`config.mk`:
```
export PLATFORM = sky130hd
export DESIGN_NAME = ppm_rc_frame_decoder_unit
export DESIGN_NICKNAME = d
export VERILOG_FILES = /design/src/design/ppmrc_pkg.sv /design/src/design/ppm_rc_frame_decoder_unit.sv
export SDC_FILE = /design/constraint.sdc
export NUM_CORES = 1
export LEC_CHECK = 0
export BUFFER_PORTS_ARGS = -buffer_cell sky130_fd_sc_hd__buf_2
export CORE_MARGIN = 3
export CORE_UTILIZATION = 61
export CTS_CLUSTER_SIZE = 12
export DETAILED_ROUTE_END_ITERATION = 16
export PLACE_DENSITY = 0.88
export SETUP_SLACK_MARGIN = 0.3
export SLEW_MARGIN = 5
export SYNTH_ARGS = -nofsm -noshare
export SYNTH_HDL_FRONTEND = slang
export SYNTH_SLANG_ARGS = --single-unit
```
`constraint.sdc`:
```
create_clock -name clock -period 10.56 [get_ports clock]
set_input_delay 1.584 -clock clock [delete_from_list [all_inputs] [get_ports clock]]
set_output_delay 1.584 -clock clock [all_outputs]
set_load 0.02 [all_outputs]
```
`src/design/ppmrc_pkg.sv`:
```
// constants and helpers for the ppm rc frame decoder
`timescale 1ns / 1ps

package ppmrc_pkg;

   localparam int NUM_CHANNELS = 8;

   localparam int TIME_W  = 16;
   localparam int INDEX_W = 3;
   localparam int COUNT_W = 4;
   localparam int VALUE_W = 12;

   localparam int RSP_BITS   = INDEX_W + 5 * VALUE_W + 3;
   localparam int RSP_DATA_W = ((RSP_BITS + 7) / 8) * 8;

   localparam logic [TIME_W-1:0]  THRESHOLD_RESET = 16'd20000;
   localparam logic [VALUE_W-1:0] VALUE_MAX       = 12'd4095;
   localparam logic [VALUE_W-1:0] THROTTLE_LIMIT  = 12'd2020;
   localparam logic [VALUE_W-1:0] HOLD_THROTTLE   = 12'd1550;
   localparam logic [VALUE_W-1:0] NORMAL_LO       = 12'd950;
   localparam logic [VALUE_W-1:0] NORMAL_HI       = 12'd1050;
   localparam logic [VALUE_W-1:0] HOLD_LO         = 12'd1150;
   localparam logic [VALUE_W-1:0] HOLD_HI         = 12'd1250;
   localparam logic [VALUE_W-1:0] SWITCH_ON       = 12'd1300;
   localparam logic [VALUE_W-1:0] ARM_THROTTLE_MAX = 12'd1100;

   // channel roles
   localparam logic [INDEX_W-1:0] CH_ROLL     = 3'd0;
   localparam logic [INDEX_W-1:0] CH_PITCH    = 3'd1;
   localparam logic [INDEX_W-1:0] CH_THROTTLE = 3'd2;
   localparam logic [INDEX_W-1:0] CH_YAW      = 3'd3;
   localparam logic [INDEX_W-1:0] CH_MODE     = 3'd4;
   localparam logic [INDEX_W-1:0] CH_UNLOCK   = 3'd5;
   localparam logic [INDEX_W-1:0] CH_HEADLESS = 3'd6;

   // reciprocal of six, exact for any 16-bit interval
   localparam logic [TIME_W-1:0] RECIP6 = 16'd43691;
   localparam int RECIP6_SHIFT = 18;

   // interval / 6, saturated to the channel value width
   function automatic logic [VALUE_W-1:0] div6_sat(input logic [TIME_W-1:0] x);
      logic [2*TIME_W-1:0] prod;
      logic [2*TIME_W-RECIP6_SHIFT-1:0] quot;
      prod = (2*TIME_W)'(x) * (2*TIME_W)'(RECIP6);
      quot = prod[2*TIME_W-1:RECIP6_SHIFT];
      if (quot > {{(2*TIME_W-RECIP6_SHIFT-VALUE_W){1'b0}}, VALUE_MAX})
         return VALUE_MAX;
      return quot[VALUE_W-1:0];
   endfunction

endpackage

```
`src/design/ppm_rc_frame_decoder_unit.sv`:
```
// ppm rc frame decoder: edge timestamps in, decoded channels and flight commands out
`timescale 1ns / 1ps

// usage
//  req_*: one word per rising ppm edge, tdata holds the captured timer value
//  csr_*: writes the 16-bit sync threshold, csr_ready is always high;
//         write it only while no word is in flight
//  rsp_*: one word per decoded channel, tlast marks the last channel of a
//         frame; edges that only store a time or mark a frame start give no word
//  path: an edge word taken at a clock edge sits in the input register,
//  is decoded from it when the output can move on, and its channel word
//  is held in the result register until rsp_tready takes it
//  throughput: one edge word per cycle unless stalled; the divide by six
//  (reciprocal multiply), band compares and command update are combinational
//  stall: while rsp_tready is low and a result is held, decode waits and
//  req_tready drops once the input register is full; nothing is lost or
//  repeated
//  reset: synchronous, active high; clears channel state and command
//  registers, sets the sync threshold to 20000 and empties both registers
module ppm_rc_frame_decoder_unit (
   input  logic                              clock,
   input  logic                              reset,
   input  logic                              req_tvalid,
   output logic                              req_tready,
   // capture_time[15:0]
   input  logic [ppmrc_pkg::TIME_W-1:0]      req_tdata,
   input  logic                              csr_valid,
   output logic                              csr_ready,
   input  logic [ppmrc_pkg::TIME_W-1:0]      csr_data,
   output logic                              rsp_tvalid,
   input  logic                              rsp_tready,
   // channel_index[2:0], channel_value[14:3], roll_out[26:15], pitch_out[38:27],
   // throttle_out[50:39], yaw_out[62:51], armed[63], headless[64],
   // altitude_hold[65], zero fill[71:66]
   output logic [ppmrc_pkg::RSP_DATA_W-1:0]  rsp_tdata,
   // frame_done
   output logic                              rsp_tlast
);
   import ppmrc_pkg::*;

   logic [TIME_W-1:0]  thr_ff;
   logic               in_valid_ff;
   logic [TIME_W-1:0]  in_time_ff;

   logic               have_prev_ff, have_prev_in;
   logic               sync_ff, sync_in;
   logic [TIME_W-1:0]  prev_ff, prev_in;
   logic [COUNT_W-1:0] count_ff, count_in;
   logic [VALUE_W-1:0] roll_ff, roll_in;
   logic [VALUE_W-1:0] pitch_ff, pitch_in;
   logic [VALUE_W-1:0] throttle_ff, throttle_in;
   logic [VALUE_W-1:0] yaw_ff, yaw_in;
   logic               unlock_ff, unlock_in;
   logic               headless_ff, headless_in;
   logic               mode_ff, mode_in;

   logic                  rsp_valid_ff;
   logic [RSP_BITS-1:0]   rsp_data_ff;
   logic                  rsp_last_ff;

   logic               out_free;
   logic               fire;
   logic               emit;
   logic               done;
   logic [TIME_W-1:0]  interval;
   logic [VALUE_W-1:0] value;
   logic [COUNT_W-1:0] count_next;

   assign csr_ready  = 1'b1;
   assign out_free   = !rsp_valid_ff || rsp_tready;
   assign fire       = in_valid_ff && out_free;
   assign req_tready = !in_valid_ff || out_free;

   assign interval   = in_time_ff - prev_ff;
   assign value      = div6_sat(interval);
   assign count_next = count_ff + COUNT_W'(1);

   always_comb begin
      have_prev_in = have_prev_ff;
      sync_in      = sync_ff;
      prev_in      = prev_ff;
      count_in     = count_ff;
      roll_in      = roll_ff;
      pitch_in     = pitch_ff;
      throttle_in  = throttle_ff;
      yaw_in       = yaw_ff;
      unlock_in    = unlock_ff;
      headless_in  = headless_ff;
      mode_in      = mode_ff;
      emit         = 1'b0;
      done         = 1'b0;
      if (fire) begin
         prev_in = in_time_ff;
         if (!have_prev_ff) begin
            have_prev_in = 1'b1;
         end else begin
            sync_in = sync_ff || (interval >= thr_ff);
            emit    = sync_in && (interval <= thr_ff);
         end
      end
      if (emit) begin
         unique case (count_ff[INDEX_W-1:0])
            CH_ROLL:  roll_in  = value;
            CH_PITCH: pitch_in = value;
            CH_THROTTLE: begin
               if (value < THROTTLE_LIMIT)
                  throttle_in = mode_ff ? HOLD_THROTTLE : value;
            end
            CH_YAW:   yaw_in   = value;
            CH_MODE: begin
               if (value >= NORMAL_LO && value <= NORMAL_HI)
                  mode_in = 1'b0;
               if (value >= HOLD_LO && value <= HOLD_HI) begin
                  mode_in   = 1'b1;
                  unlock_in = 1'b1;
               end
            end
            CH_UNLOCK: begin
               if (value > SWITCH_ON) begin
                  if (throttle_ff < ARM_THROTTLE_MAX)
                     unlock_in = 1'b1;
               end else begin
                  unlock_in = 1'b0;
               end
            end
            CH_HEADLESS: headless_in = (value > SWITCH_ON);
            default: ;
         endcase
         count_in = count_next;
         done     = (count_next >= COUNT_W'(NUM_CHANNELS));
         if (done) begin
            count_in     = '0;
            prev_in      = '0;
            have_prev_in = 1'b0;
            sync_in      = 1'b0;
         end
      end
   end

   always_ff @(posedge clock) begin
      if (reset) begin
         thr_ff       <= THRESHOLD_RESET;
         in_valid_ff  <= 1'b0;
         have_prev_ff <= 1'b0;
         sync_ff      <= 1'b0;
         prev_ff      <= '0;
         count_ff     <= '0;
         roll_ff      <= '0;
         pitch_ff     <= '0;
         throttle_ff  <= '0;
         yaw_ff       <= '0;
         unlock_ff    <= 1'b0;
         headless_ff  <= 1'b0;
         mode_ff      <= 1'b0;
         rsp_valid_ff <= 1'b0;
      end else begin
         if (csr_valid)
            thr_ff <= csr_data;
         if (req_tready)
            in_valid_ff <= req_tvalid;
         have_prev_ff <= have_prev_in;
         sync_ff      <= sync_in;
         prev_ff      <= prev_in;
         count_ff     <= count_in;
         roll_ff      <= roll_in;
         pitch_ff     <= pitch_in;
         throttle_ff  <= throttle_in;
         yaw_ff       <= yaw_in;
         unlock_ff    <= unlock_in;
         headless_ff  <= headless_in;
         mode_ff      <= mode_in;
         if (emit)
            rsp_valid_ff <= 1'b1;
         else if (rsp_tready)
            rsp_valid_ff <= 1'b0;
      end
   end

   // payload registers
   always_ff @(posedge clock) begin
      if (req_tready && req_tvalid)
         in_time_ff <= req_tdata;
      if (emit) begin
         rsp_data_ff <= {mode_in, headless_in, unlock_in, yaw_in, throttle_in,
                         pitch_in, roll_in, value, count_ff[INDEX_W-1:0]};
         rsp_last_ff <= done;
      end
   end

   assign rsp_tvalid = rsp_valid_ff;
   assign rsp_tdata  = {{(RSP_DATA_W-RSP_BITS){1'b0}}, rsp_data_ff};
   assign rsp_tlast  = rsp_last_ff;

endmodule

```
==> flow_summary.json, run 1 <==
{
  "maxSlewViolCount": 0,
  "hold_end": "prev_ff[4]",
  "drt_iter0_drc": 937,
  "vias_per_cell": 6.010,
  "fin_ws_ns": 0.8542,
  "relSlewSlack": 0.1651,
  "worstMarginPinSlew_ns": 1.245,
  "max_freq_mhz": 103.0,
  "wl_per_cell_um": 18.88,
  "critPathSlowestCell": "fa_1",
  "worstReg2RegEnd": "throttle_ff[0]",
  "pre_cts_slack_ns": 1.062,
  "final_cell_mix": "inv_1 (221), ha_1 (159), buf_2 (105)",
  "fin_nets": 1676,
  "crit_start": "in_time_ff[6]",
  "synth_area_um2": 12960,
  "cts_resized": 0,
  "cts_setup_buffers": 0,
  "cp_top_family": "adder cells",
  "r2r-start": "in_time_ff[6]",
  "cts_buffers": 17,
  "ctsHoldBuffers": 0,
  "ant_nets": 0,
  "cts_tree": "done",
  "synth_area_leaders": "edfxtp_1 (19%), ha_1 (15%), dfxtp_1 (14%)",
  "synth_top_cell_by_area": "edfxtp_1",
  "grt-ovfl-total": 0,
  "rows": 52,
  "post-dp-hpwl_um": 24090,
  "clock_skew_ns": 0.01320,
  "netlist.area_leader.share": 0.1923,
  "synth_cells": 1309,
  "dr.pass1.iters": 6,
  "die_h_um": 151.8,
  "path_class": "reg2reg",
  "worst_path_most_repeated_cell": "inv_1",
  "fin_crit_sh": 0.9191,
  "grt_max_degree": 74,
  "insertion_delay_ns": 0.45,
  "critPathBufInv": 6,
  "synthToLayoutAreaGrowth_pct": 10.12,
  "coreArea_um2": 20560,
  "ff2ff_setup_slack_ns": 0.85,
  "finalCriticalPeriod_ns": 9.706,
  "run_status": "finished, final reports clean",
  "antenna_found_initial": 0,
  "critPathMaxStageDelay_ns": 0.54,
  "clockRootBuffer": "clkbuf_16",
  "grt_pass1_vias": 9965,
  "hold_class": "reg2reg",
  "synth.ff_latch_count": 174,
  "finalHoldViolations": 0,
  "layout_commonest_cell": "inv_1",
  "totalWireLength_um": 31840,
  "die_w_um": 151.8,
  "synth_area_per_cell_um2": 9.901,
  "io_pins": 113,
  "start_util": 0.6304,
  "num-fill-cells": 1502,
  "reg2reg_depth": 34,
  "cp-start-kind": "flip-flop",
  "grt_usage": 0.2848,
  "yosysUniqueCellTypes": 84,
  "required_ns": 10.89,
  "critPathMaxFanout": 12,
  "io_buffer_count": 105,
  "synthArstFlopShare": 0,
  "yosysSeqAreaShare": 0.3329,
  "diodes": 0,
  "clock_sinks": 174,
  "cp.arrival_ns": 10.04,
  "synth_edf_count": 83,
  "yosys_warnings": 0,
  "clockBufferDepth": 2,
  "tns_ns": 0,
  "hold_depth": 2,
  "place.gp.congestion": 0.9831,
  "min_from": "prev_ff[4]",
  "end_kind": "flip-flop",
  "htree_levels": 4,
  "die_area_um2": 23030,
  "rsz0062_at_grt": "false",
  "layout-drive-gt1-share": 0.1278,
  "finalSetupViolations": 0,
  "grt_pass1_wl_um": 51020,
  "vias": 10133,
  "path_clk_slew_ns": 0.08,
  "maxCapViolCount": 0,
  "drcViolationCount": 0,
  "ys.flop_type": "dfxtp_1"
}
-- metal layers --
metal,routed length [µm],global-route usage,vias to the layer above
li1,-,-,4687
met1,13580,0.3976,4862
met2,14980,0.4616,493
met3,2413,0.04402,91
met4,863,0.08625,0
met5,0,0,-
-- worst max path at each step --
stage,to,cells past startpoint,slack (ns)
floorplan,rsp_data_ff[45],32,1.90
global placement,throttle_ff[0],34,1.34
detailed placement,throttle_ff[0],34,1.06
CTS,throttle_ff[0],34,0.86
global route,throttle_ff[0],34,0.32
finish,throttle_ff[0],34,0.85
-- state kept, by name (all words and copies together) (netlist names), 4 cells and up --
name,flops
throttle_ff,12
roll_ff,12
thr_ff,16
in_time_ff,16
pitch_ff,12
prev_ff,16
rsp_data_ff,66
count_ff,4
yaw_ff,12
-- cells by family (layout without fill, tap and decap cells) --
| family | count (synthesis) | in the layout | synth area share |
|---|---|---|---|
| compound gates | 262 | 262 | 0.1412 |
| xor+xnor | 36 | 36 | 0.02703 |
| simple gates | 290 | 290 | 0.1088 |
| buf+inv | 268 | 370 | 0.08245 |
| flops | 174 | 174 | 0.3329 |
| mux | 41 | 41 | 0.03456 |
| other cells | 2 | 7 | 0.0005795 |
| fa+ha+maj | 236 | 236 | 0.2724 |
-- metrics by stage --
step | util | hold WS [ns] | cells | instance area, µm²
floorplan | - | 0.4064 | 1314 | 12980
global placement | 0.6660 | 0.4421 | 1654 | 13690
detailed placement | 0.6660 | 0.4467 | 1654 | 13690
CTS | 0.6940 | 0.4591 | 1686 | 14270
global route | 0.6941 | 0.4845 | 1686 | 14270
finish | 0.6941 | 0.4564 | 1686 | 14270
-- synth_stat cells (all sizes together), types with 4 or more instances --
cell and instances:
dfxtp 91, nand2b 4, a211oi 26, mux2i 20
o21ai 27, nand3 15, nand2 81, nor3 14
ha 159, mux2 21, nor4 4, a21oi 85
buf 23, o21a 8, o2111a 4, or3 5
a311oi 9, nor2 84, a21o 15, o21bai 10
xor2 14, nor2b 5, clkbuf 23, edfxtp 83
o2111ai 5, fa 77, and4 6, o211ai 21
xnor2 20, nand4 8, and2 41, a31oi 10
inv 222, and3 10
-- tightest hold or removal path, cell delays in order (launching register included) --
cell and delay (ns):
dfxtp_1 0.31, nand2_1 0.05, a21oi_1 0.05
-- cell type report --
class | instances | area [µm²] | area share
Inverter | 222 | 833.3 | 0.05839
Tap cell | 270 | 337.8 | 0.02367
Sequential cell | 174 | 4314 | 0.3023
Timing Repair Buffer | 116 | 608.1 | 0.04261
Clock inverter | 15 | 151.4 | 0.01061
Multi-Input combinational cell | 872 | 7601 | 0.5326
Clock buffer | 17 | 425.4 | 0.02981
Power of run 1 is not shown: default switching activity piles up to over one toggle a cycle in this logic, so the estimate is an artifact.
==> run 2, diff against run 1 <==
CORE_UTILIZATION = 50   (was 61)
PLACE_DENSITY = 0.76   (was 0.88)
==> flow_summary.json, run 2 (synthesis gave the netlist of run 1 again) <==
{
  "run_status": "finished, final reports clean",
  "clock_skew_ns": 0.01462,
  "worst_path_most_repeated_cell": "inv_1",
  "vias": 9625,
  "multiInputGateArea_um2": 7604,
  "cts_tree": "done",
  "crit_start": "in_time_ff[1]",
  "worstMarginPinSlew_ns": 1.185,
  "layout_commonest_cell": "inv_1",
  "cts_buffers": 17,
  "synthToLayoutAreaGrowth_pct": 11.31,
  "ff2ff_setup_slack_ns": 1.04,
  "vias_per_cell": 5.503,
  "cp-start-kind": "flip-flop",
  "regArea_um2": 4314,
  "reg2reg_depth": 35,
  "fin_crit_sh": 0.9012,
  "rows": 58,
  "die_w_um": 167.0,
  "r2r-start": "in_time_ff[1]",
  "io_buffer_count": 105,
  "critPathMaxStageDelay_ns": 0.55,
  "final-instance-count-excl-fill": 1749,
  "path_clk_slew_ns": 0.08,
  "fin_nets": 1679,
  "placedCellCount": 1714,
  "maxCapViolCount": 0,
  "post-dp-hpwl_um": 24210,
  "end_kind": "flip-flop",
  "maxSlewViolCount": 0,
  "cp.arrival_ns": 9.85,
  "finalSetupViolations": 0,
  "antenna_found_initial": 0,
  "dr.pass1.iters": 5,
  "critPathSlowestCell": "fa_1",
  "critPathMaxFanout": 10,
  "max_freq_mhz": 105.1,
  "start_util": 0.5117,
  "totalWireLength_um": 30840,
  "ant_nets": 0,
  "required_ns": 10.89,
  "grt_pass1_vias": 9906,
  "finalCriticalPeriod_ns": 9.517,
  "fin_ws_ns": 1.043,
  "hold_depth": 2,
  "final_cell_mix": "inv_1 (221), ha_1 (159), buf_2 (105)",
  "grt_usage": 0.2258,
  "insertion_delay_ns": 0.44,
  "final_core_util": 0.5696,
  "ctsHoldBuffers": 0,
  "diodes": 0,
  "hold_end": "prev_ff[11]",
  "rsz0062_at_grt": "false",
  "die_area_um2": 27890,
  "drcViolationCount": 0,
  "finalHoldViolations": 0,
  "drt_iter0_drc": 648,
  "worstReg2RegEnd": "throttle_ff[6]",
  "htree_levels": 4,
  "place.gp.congestion": 0.9185,
  "largest_reg_flops": 66,
  "layout-drive-gt1-share": 0.1290,
  "tns_ns": 0,
  "path_class": "reg2reg",
  "clock_sinks": 174,
  "coreArea_um2": 25330,
  "clockRootBuffer": "clkbuf_16",
  "grt_max_degree": 74,
  "die_h_um": 167.0,
  "min_from": "prev_ff[11]",
  "relSlewSlack": 0.2102,
  "regMostFlops": "rsp_data_ff",
  "hold_class": "reg2reg",
  "grt-ovfl-total": 0,
  "pre_cts_slack_ns": 0.8030,
  "io_pins": 113,
  "grt_pass1_wl_um": 50690,
  "num-fill-cells": 2161,
  "clockBufferDepth": 2,
  "wl_per_cell_um": 17.63
}
## run 2: timing repair
action                     4_1_cts  5_1_grt
resized for setup                0        0
setup buffers                    0        3
setup endpoints to repair        0       24
## run 2: area by class of cell
class | instances | share of cell area
Sequential cell | 174 | 0.2991
Multi-Input combinational cell | 872 | 0.5271
Timing Repair Buffer | 119 | 0.04458
Clock buffer | 17 | 0.02949
Clock inverter | 15 | 0.01336
Inverter | 222 | 0.05777
Tap cell | 330 | 0.02862
## run 2: how the worst max path moves through the flow
stage | depth (start not counted) | to
finish | 35 | throttle_ff[6]
global route | 35 | throttle_ff[7]
CTS | 34 | throttle_ff[2]
detailed placement | 34 | throttle_ff[2]
global placement | 33 | throttle_ff[0]
floorplan | 32 | rsp_data_ff[45]
## run 2: worst max-delay path, delay by kind of cell, from the launching register on
| family | cells | cell delay, ns |
|---|---|---|
| DFF | 1 | 0.46 |
| and+or+nand+nor | 5 | 1.29 |
| adders and majority gates | 8 | 3.38 |
| xor gates and xnor gates | 1 | 0.33 |
| muxes | 1 | 0.29 |
| buffers and inverters | 7 | 0.74 |
| AOI/OAI and AO/OA | 13 | 2.90 |
## run 2: stage by stage
stage | hold slack (ns) | instance area (µm²)
finish | 0.4544 | 14430
global route | 0.4735 | 14430
CTS | 0.4574 | 14390
detailed placement | 0.4473 | 13770
global placement | 0.4419 | 13770
floorplan | 0.4064 | 12980
## run 2: metal layers
metal  wire (µm)  part of all wire  up-vias  GRT usage
li1            -                 -     4696          -
met1       13400              0.43     4581     0.2948
met2       14710              0.48      304     0.3768
met3        1983             0.064       44    0.04818
met4         749             0.024        0    0.07245
met5           0                 0        -          0
Power of run 2 is left out for the same reason.
==> run 3, diff against run 2 <==
CELL_PAD_IN_SITES_DETAIL_PLACEMENT = 0   (was unset)
CELL_PAD_IN_SITES_GLOBAL_PLACEMENT = 1   (was unset)
CORE_MARGIN = unset   (was 3)
CORE_UTILIZATION = 48   (was 50)
PLACE_DENSITY = 0.89   (was 0.76)
==> flow_summary.json, run 3 (synthesis gave the netlist of run 1 again) <==
{
  "die_h_um": 166.3,
  "max_freq_mhz": 105.5,
  "cp.arrival_ns": 9.79,
  "run_status": "complete, but fails checks",
  "layout_commonest_cell": "inv_1",
  "regArea_um2": 4314,
  "rows": 59,
  "fin_crit_sh": 0.8975,
  "maxCapViolCount": 0,
  "hold_class": "reg2reg",
  "worst_path_most_repeated_cell": "inv_1",
  "place.gp.congestion": 0.9344,
  "grt-ovfl-total": 0,
  "clockBufferDepth": 2,
  "clock_skew_ns": 0.01861,
  "rsz0062_at_grt": "false",
  "relSlewSlack": 0.2003,
  "antenna_found_initial": 0,
  "die_area_um2": 27660,
  "worstMarginPinSlew_ns": 1.200,
  "clockRootBuffer": "clkbuf_16",
  "clock_sinks": 174,
  "violations": "design-rule violations",
  "multiInputGateArea_um2": 7604,
  "finalHoldViolations": 0,
  "required_ns": 10.87,
  "io_pins": 113,
  "fin_nets": 1682,
  "grt_usage": 0.2335,
  "finalCriticalPeriod_ns": 9.478,
  "die_w_um": 166.3,
  "htree_levels": 4,
  "min_from": "prev_ff[10]",
  "diodes": 0,
  "critPathSlowestCell": "fa_1",
  "post-dp-hpwl_um": 24270,
  "crit_start": "in_time_ff[4]",
  "final-instance-count-excl-fill": 1757,
  "final_cell_mix": "inv_1 (221), ha_1 (159), buf_2 (105)",
  "pre_cts_slack_ns": 0.8956,
  "largest_reg_flops": 66,
  "ctsHoldBuffers": 0,
  "drcViolationCount": 3,
  "cts_resized": 0,
  "dr.pass1.iters": 13,
  "path_clk_slew_ns": 0.07,
  "critPathMaxFanout": 10,
  "cts_buffers": 17,
  "cts_setup_buffers": 0,
  "ant_nets": 0,
  "num-fill-cells": 2336,
  "finalSetupViolations": 0,
  "vias": 9683,
  "grt_pass1_vias": 9870,
  "start_util": 0.4931,
  "coreArea_um2": 26280,
  "tns_ns": 0,
  "grt_pass1_wl_um": 51140,
  "fin_ws_ns": 1.082,
  "r2r-start": "in_time_ff[4]",
  "wl_per_cell_um": 17.71,
  "maxSlewViolCount": 0,
  "regMostFlops": "rsp_data_ff",
  "insertion_delay_ns": 0.43,
  "postLayoutCellArea_um2": 14440,
  "totalWireLength_um": 31110,
  "grt_max_degree": 74,
  "path_class": "reg2reg",
  "critPathMaxStageDelay_ns": 0.55,
  "placedCellCount": 1723,
  "cp-start-kind": "flip-flop",
  "dpl-instance-area_um2": 13810,
  "layout-drive-gt1-share": 0.1308,
  "cts_tree": "done",
  "synthToLayoutAreaGrowth_pct": 11.42,
  "vias_per_cell": 5.511,
  "end_kind": "flip-flop",
  "drt_iter0_drc": 610,
  "io_buffer_count": 105
}
==> run 3: cell count changes in the layout (fill, tap and decap cells not counted) <==
cell	before	now
clkinv_8	1	4
inv_8	5	4
buf_4	13	17
clkinv_4	3	0
inv_12	0	1
clkinvlp_4	1	3
inv_6	3	2
clkbuf_16	17	18
buf_12	1	0
bufinv_16	2	0
==> run 3: final timing paths <==
kind,endpoint,slack [ns],cells after the start
max,throttle_ff[4],1.08,34
min,prev_ff[10],0.46,2
max reg2reg,throttle_ff[4],1.08,34
min reg2reg,prev_ff[10],0.46,2
==> run 3: area by class of cell <==
type,instances,area share
Sequential cell,174,0.2988
Clock buffer,18,0.03119
Inverter,222,0.05771
Clock inverter,14,0.01152
Tap cell,335,0.02903
Multi-Input combinational cell,872,0.5266
Timing Repair Buffer,122,0.04523
==> run 3: through the flow <==
step / hold WS, ns / utilization
6_report: 0.4552 / 0.5495
5_1_grt: 0.4775 / 0.5495
4_1_cts: 0.4576 / 0.5489
3_5_place_dp: 0.4465 / 0.5254
3_3_place_gp: 0.4417 / 0.5254
2_1_floorplan: 0.4064 / -
==> run 3: critical path, delay by kind of cell (launching register included) <==
kind,cells,cell delay (ns)
simple gates,5,1.35
fa+ha+maj,8,3.44
flops,1,0.40
mux,1,0.35
buf+inv,6,0.68
compound gates,13,2.80
xor+xnor,1,0.33
==> run 3: routing by layer <==
metal  vias up  global-route usage  routed length (µm)
met4         0             0.06280                 550
met1      4683              0.3199               14620
met3        33             0.03646                1573
li1       4701                   -                   -
met2       266              0.3847               14370
met5         -                   0                   0
Power of run 3 is left out for the same reason.
